File: src/rtl/sem_pkg.sv
// ============================================================================
// sem_pkg: shared types and constants of the Sobel edge magnitude block
// Frame limits, register indexes and the controller/datapath interface.
// ============================================================================
package sem_pkg;

    localparam int MAX_WIDTH  = 2048;
    localparam int MAX_HEIGHT = 2048;

    // Column/row counters and coordinates
    localparam int COORD_W = $clog2(MAX_WIDTH);
    // Register value width
    localparam int DIM_W = 12;
    localparam int CFG_INDEX_W = 4;
    localparam int PIX_W = 8;
    // |gx|, |gy| reach 4*255
    localparam int ABS_W = 10;
    // gx^2 + gy^2 reaches 2*1020^2
    localparam int SUM_W = 22;
    localparam int ROOT_W = 8;
    localparam int STEP_W = $clog2(ROOT_W);

    localparam logic [CFG_INDEX_W-1:0] REG_IMAGE_WIDTH  = CFG_INDEX_W'(0);
    localparam logic [CFG_INDEX_W-1:0] REG_IMAGE_HEIGHT = CFG_INDEX_W'(1);

    localparam logic [DIM_W-1:0] RESET_WIDTH  = DIM_W'(640);
    localparam logic [DIM_W-1:0] RESET_HEIGHT = DIM_W'(480);
    localparam logic [DIM_W-1:0] MIN_DIM      = DIM_W'(3);

    typedef struct packed {
        logic              accept;     // capture pixel, read line stores
        logic              load;       // gradients, store update, advance
        logic              square;     // sum of squares
        logic              root_step;  // one bit of the square root
        logic [STEP_W-1:0] step;       // bit under trial
        logic              publish;    // move result to output register
    } sem_cmd_t;

    typedef struct packed {
        logic emit;       // current pixel completes an interior window
        logic out_free;   // output register can take a result
        logic at_origin;  // counters point at first pixel of a frame
    } sem_status_t;

endpackage

File: src/rtl/sem_ctrl.sv
// ============================================================================
// sem_ctrl: sequencer of the Sobel edge magnitude block
// Steps each pixel through read and gradient; an interior one on through square, root and publish.
// ============================================================================
module sem_ctrl (
    input  logic                 clk,
    input  logic                 rst_n,
    input  logic                 in_valid,
    output logic                 in_ready,
    input  sem_pkg::sem_status_t status,
    output sem_pkg::sem_cmd_t    cmd
);

    localparam logic [2:0] S_IDLE   = 3'd0;
    localparam logic [2:0] S_LOAD   = 3'd1;
    localparam logic [2:0] S_SQUARE = 3'd2;
    localparam logic [2:0] S_ROOT   = 3'd3;
    localparam logic [2:0] S_HOLD   = 3'd4;

    logic [2:0]                  state_reg;
    logic [2:0]                  state_next;
    logic [sem_pkg::STEP_W-1:0]  step_reg;
    logic [sem_pkg::STEP_W-1:0]  step_next;

    always_comb
    begin
        state_next = state_reg;
        step_next  = step_reg;
        cmd        = '0;
        cmd.step   = step_reg;
        in_ready   = 1'b0;
        unique case (state_reg)
            S_IDLE:
            begin
                in_ready = 1'b1;
                if (in_valid)
                begin
                    cmd.accept = 1'b1;
                    state_next = S_LOAD;
                end
            end
            S_LOAD:
            begin
                cmd.load   = 1'b1;
                state_next = status.emit ? S_SQUARE : S_IDLE;
            end
            S_SQUARE:
            begin
                cmd.square = 1'b1;
                step_next  = sem_pkg::STEP_W'(sem_pkg::ROOT_W - 1);
                state_next = S_ROOT;
            end
            S_ROOT:
            begin
                cmd.root_step = 1'b1;
                step_next     = step_reg - 1'b1;
                if (step_reg == '0)
                begin
                    state_next = S_HOLD;
                end
            end
            S_HOLD:
            begin
                if (status.out_free)
                begin
                    cmd.publish = 1'b1;
                    state_next  = S_IDLE;
                end
            end
            default:
            begin
                state_next = S_IDLE;
            end
        endcase
    end

    always_ff @(posedge clk or negedge rst_n)
    begin
        if (!rst_n)
        begin
            state_reg <= S_IDLE;
            step_reg  <= '0;
        end
        else
        begin
            state_reg <= state_next;
            step_reg  <= step_next;
        end
    end

endmodule

File: config.mk
export PLATFORM = sky130hd
export DESIGN_NAME = sem_ctrl
export DESIGN_NICKNAME = d
export VERILOG_FILES = /design/src/rtl/sem_pkg.sv /design/src/rtl/sem_ctrl.sv
export SDC_FILE = /design/constraint.sdc
export NUM_CORES = 1
export LEC_CHECK = 0
export BUFFER_PORTS_ARGS = -buffer_cell sky130_fd_sc_hd__buf_2
export CAP_MARGIN = 15
export CORE_AREA = 2 2 39 41
export DETAILED_ROUTE_END_ITERATION = 6
export DIE_AREA = 0 0 41 43
export PLACE_DENSITY_LB_ADDON = 0.2
export SYNTH_ARGS = -nofsm -noshare
export SYNTH_HDL_FRONTEND = slang
export SYNTH_SLANG_ARGS = --single-unit
export TNS_END_PERCENT = 100
File: constraint.sdc
create_clock -name clk -period 1.5 [get_ports clk]
set_input_delay 0.075 -clock clk [delete_from_list [all_inputs] [get_ports clk]]
set_output_delay 0.075 -clock clk [all_outputs]
set_load 0.01 [all_outputs]
==> results.toml <==
[drt]
postRouteAntennaNets = 0
drt_first_iter_violations = 5
detail_route.wl_per_cell_um = 10.7
total_wire_length_after_detailed_routing_um = 718
detailroute.wirelength.met3_um = 64
drtPass1Iterations = 3
routed-wl-met2_um = 302
drt_drc_violations_left = 0
num_vias = 288
top_layer_used = "met3"
routed_via_density = 4.30
wl_met1_um = 351

[setup_path]
critPathLaunchType = "flip-flop"
cp-end-kind = "output port"
critPathTopFamily = "flip-flops"
critical_path_arrival_ns = 1.26
cp_cell_sequence = "buf_4 > nand2b_1 > nor3_1 > buf_2"
crit_required_ns = 1.42
path_max_fanout = 7
critical-path-max-stage-delay_ns = 0.43
crit_path_max_delay_cell_type = "dfrtp_2"
timing.setup.critical_path_class = "flip-flop to output port"
cp_num_buf_inv = 2

[die]
initial_utilization_pct = 25.5
die_area_mm2 = 0.00176
placement_row_count = 14
die_w_um = 41
io_pins = 15
coreArea_mm2 = 0.00138
die_height_um = 43

[synth]
register_area_share_after_synthesis_pct = 42.6
syn-instance-count = 34
yosysWarnings = 0
post_synth_instance_area_um2 = 353
ys_top_cells_by_area = "dfrtp_1 (43%), mux2_4 (8.5%), ha_1 (7.1%)"
synth_nets = 42
synthDominantCellAreaShare_pct = 42.6
netlist.top_cell.by_area = "dfrtp_1"
yosys.cell_types.count = 18
synth_seq_cells = 6
synthesis.area_per_instance_um2 = 10.4

[clocking]
cts_root_buf = "clkbuf_4"
clock_tree_buffer_depth = 2
total_clock_sinks = 6
path_clk_slew_ns = 0.04
tritoncts = "built"
clk_latency_ns = 0.24
tritoncts.num_buffers = 3
cts_htree_levels = 1

[global_route]
grt_first_pass_wirelength_mm = 1.09
grt_start_max_net_pins = 8
globalRouteTotalUtil_pct = 10.1
overflow = 0
grt_antenna_before_repair = 0
vias_in_the_first_global_route = 257

[final_layout]
finalNetCount = 61
antenna_cells_inserted = 0
drive_gt1_share_pct = 43.1
flow.area_growth_from_synthesis_pct = 33.7
final_design_area_no_fill_um2 = 472
fillCellCount = 154

[min_path]
min_path_type = "input port to flip-flop"

[timing]
worst-slew-pin-transition_ns = 0.343
worst_clock_skew_ns = 0.00106
timing.final.setup_violations = 0
max_slew_violation_count = 0
rel_slew_slack_pct = 77.1
final_min_period_over_clock_period_pct = 88.9
timing.final.crit_period_ns = 1.33
tns_ns = 0
fmaxAchievable_mhz = 750
hold_violations = 0
rsz0062_at_grt = "no"

[placed_design]
gp_congestion = 0.670
port_buffers = 13
place_area_um2 = 438

[status]
status = "finished clean"

[flow_run]
timing.max_cap.violations = 0

[pwr]
power_leakage_nw = 0.251
vdd_ir_drop_max_mv = 0.511
power.density_mw_per_mm2 = 1850
==> synthesized netlist by cell type <==
cell type  number
buf_6           1
o22ai_1         1
and3b_1         1
nand2b_1        2
mux2_4          2
or4b_1          1
and4bb_2        1
nor3_1          2
nand2_1         3
o21ai_0         1
ha_1            2
inv_1           3
o2bb2ai_1       1
mux2i_1         1
nor2_1          2
dfrtp_1         6
clkbuf_1        1
and2_1          3
==> worst min-delay path, stage by stage <==
cell     delay (ns)
buf_2          0.08
or4b_1         0.09
o21ai_0        0.06
==> kinds of logic (layout without fill, tap and decap cells) <==
logic type      count (synthesis)  in the layout  synth area share [%]
compound gates                  3              3                  5.67
fa+ha+maj                       2              2                  7.09
buf+inv                         5             22                  7.45
flops                           6              6                  42.6
mux                             3              3                  11.3
simple gates                   15             15                  25.9
==> metrics by stage <==
stage	worst slack [ns]	total power [W]	hold slack (ns)	utilization, %	cells
final	0.167	0.000875	0.115	34.1	67
after global routing	0.0188	0.000961	0.116	34.1	67
after CTS	0.122	0.000895	0.114	34.0	67
after detailed placement	0.194	0.000734	-0.0941	31.6	63
after global placement	0.197	0.000731	-0.0912	31.6	63
after floorplan	0.170	0.000605	-0.221	-	34
==> worst paths after layout <==
path                               from            to  slack (ns)  cells after the start
min reg2reg                 step_reg[0]   step_reg[0]        0.49                      1
max in group asynchronous         rst_n  state_reg[0]        1.16                      2
max                        state_reg[0]        cmd[7]        0.17                      4
min                           status[1]  state_reg[2]        0.11                      3
max reg2reg                 step_reg[0]   step_reg[2]        0.20                      5
min in group asynchronous         rst_n   step_reg[0]        0.18                      2
==> placed cells by master, fill, tap and decap left out <==
cell	count
dfrtp_1	5
ha_1	2
nand2b_1	2
dlygate4sd3_1	1
nand2_1	3
buf_4	2
buf_2	13
and3b_1	1
o21ai_0	1
mux2_4	2
clkbuf_4	3
nor3_1	2
and4bb_2	1
mux2i_1	1
o2bb2ai_1	1
or4b_1	1
and2_1	3
nor2_1	2
inv_1	3
o22ai_1	1
dfrtp_2	1
==> area by class of cell <==
class                      instances  area (um^2)  share of cell area (%)
clock buffer                       3         22.5                    4.77
sequential                         6          151                    32.1
timing repair buffer              16         90.1                    19.1
tap                               16         20.0                    4.24
inverter                           3         11.3                    2.39
multi-input combinational         23          176                    37.4
==> repair_timing <==
action | in CTS | in global routing
hold buffers | 1 | 0
setup endpoints to repair | 0 | 1
endpoints found under the hold margin | 6 | 0
gates resized for setup | 0 | 1
setup buffers | 0 | 0
==> metal layers <==
| layer | global-route usage [%] | up-vias |
|---|---|---|
| met1 | 12.8 | 130 |
| li1 | - | 148 |
| met2 | 11.6 | 10 |
| met4 | 10.0 | 0 |
| met5 | 0 | - |
| met3 | 4.71 | 0 |
==> report_power, final <==
part | switching, W | internal [W]
clock | 0.0000576 | 0.0000905
combinational | 0.000205 | 0.000230
sequential | 0.0000635 | 0.000228
total | 0.000326 | 0.000548
No activity file was read; power rests on OpenSTA's default activity.
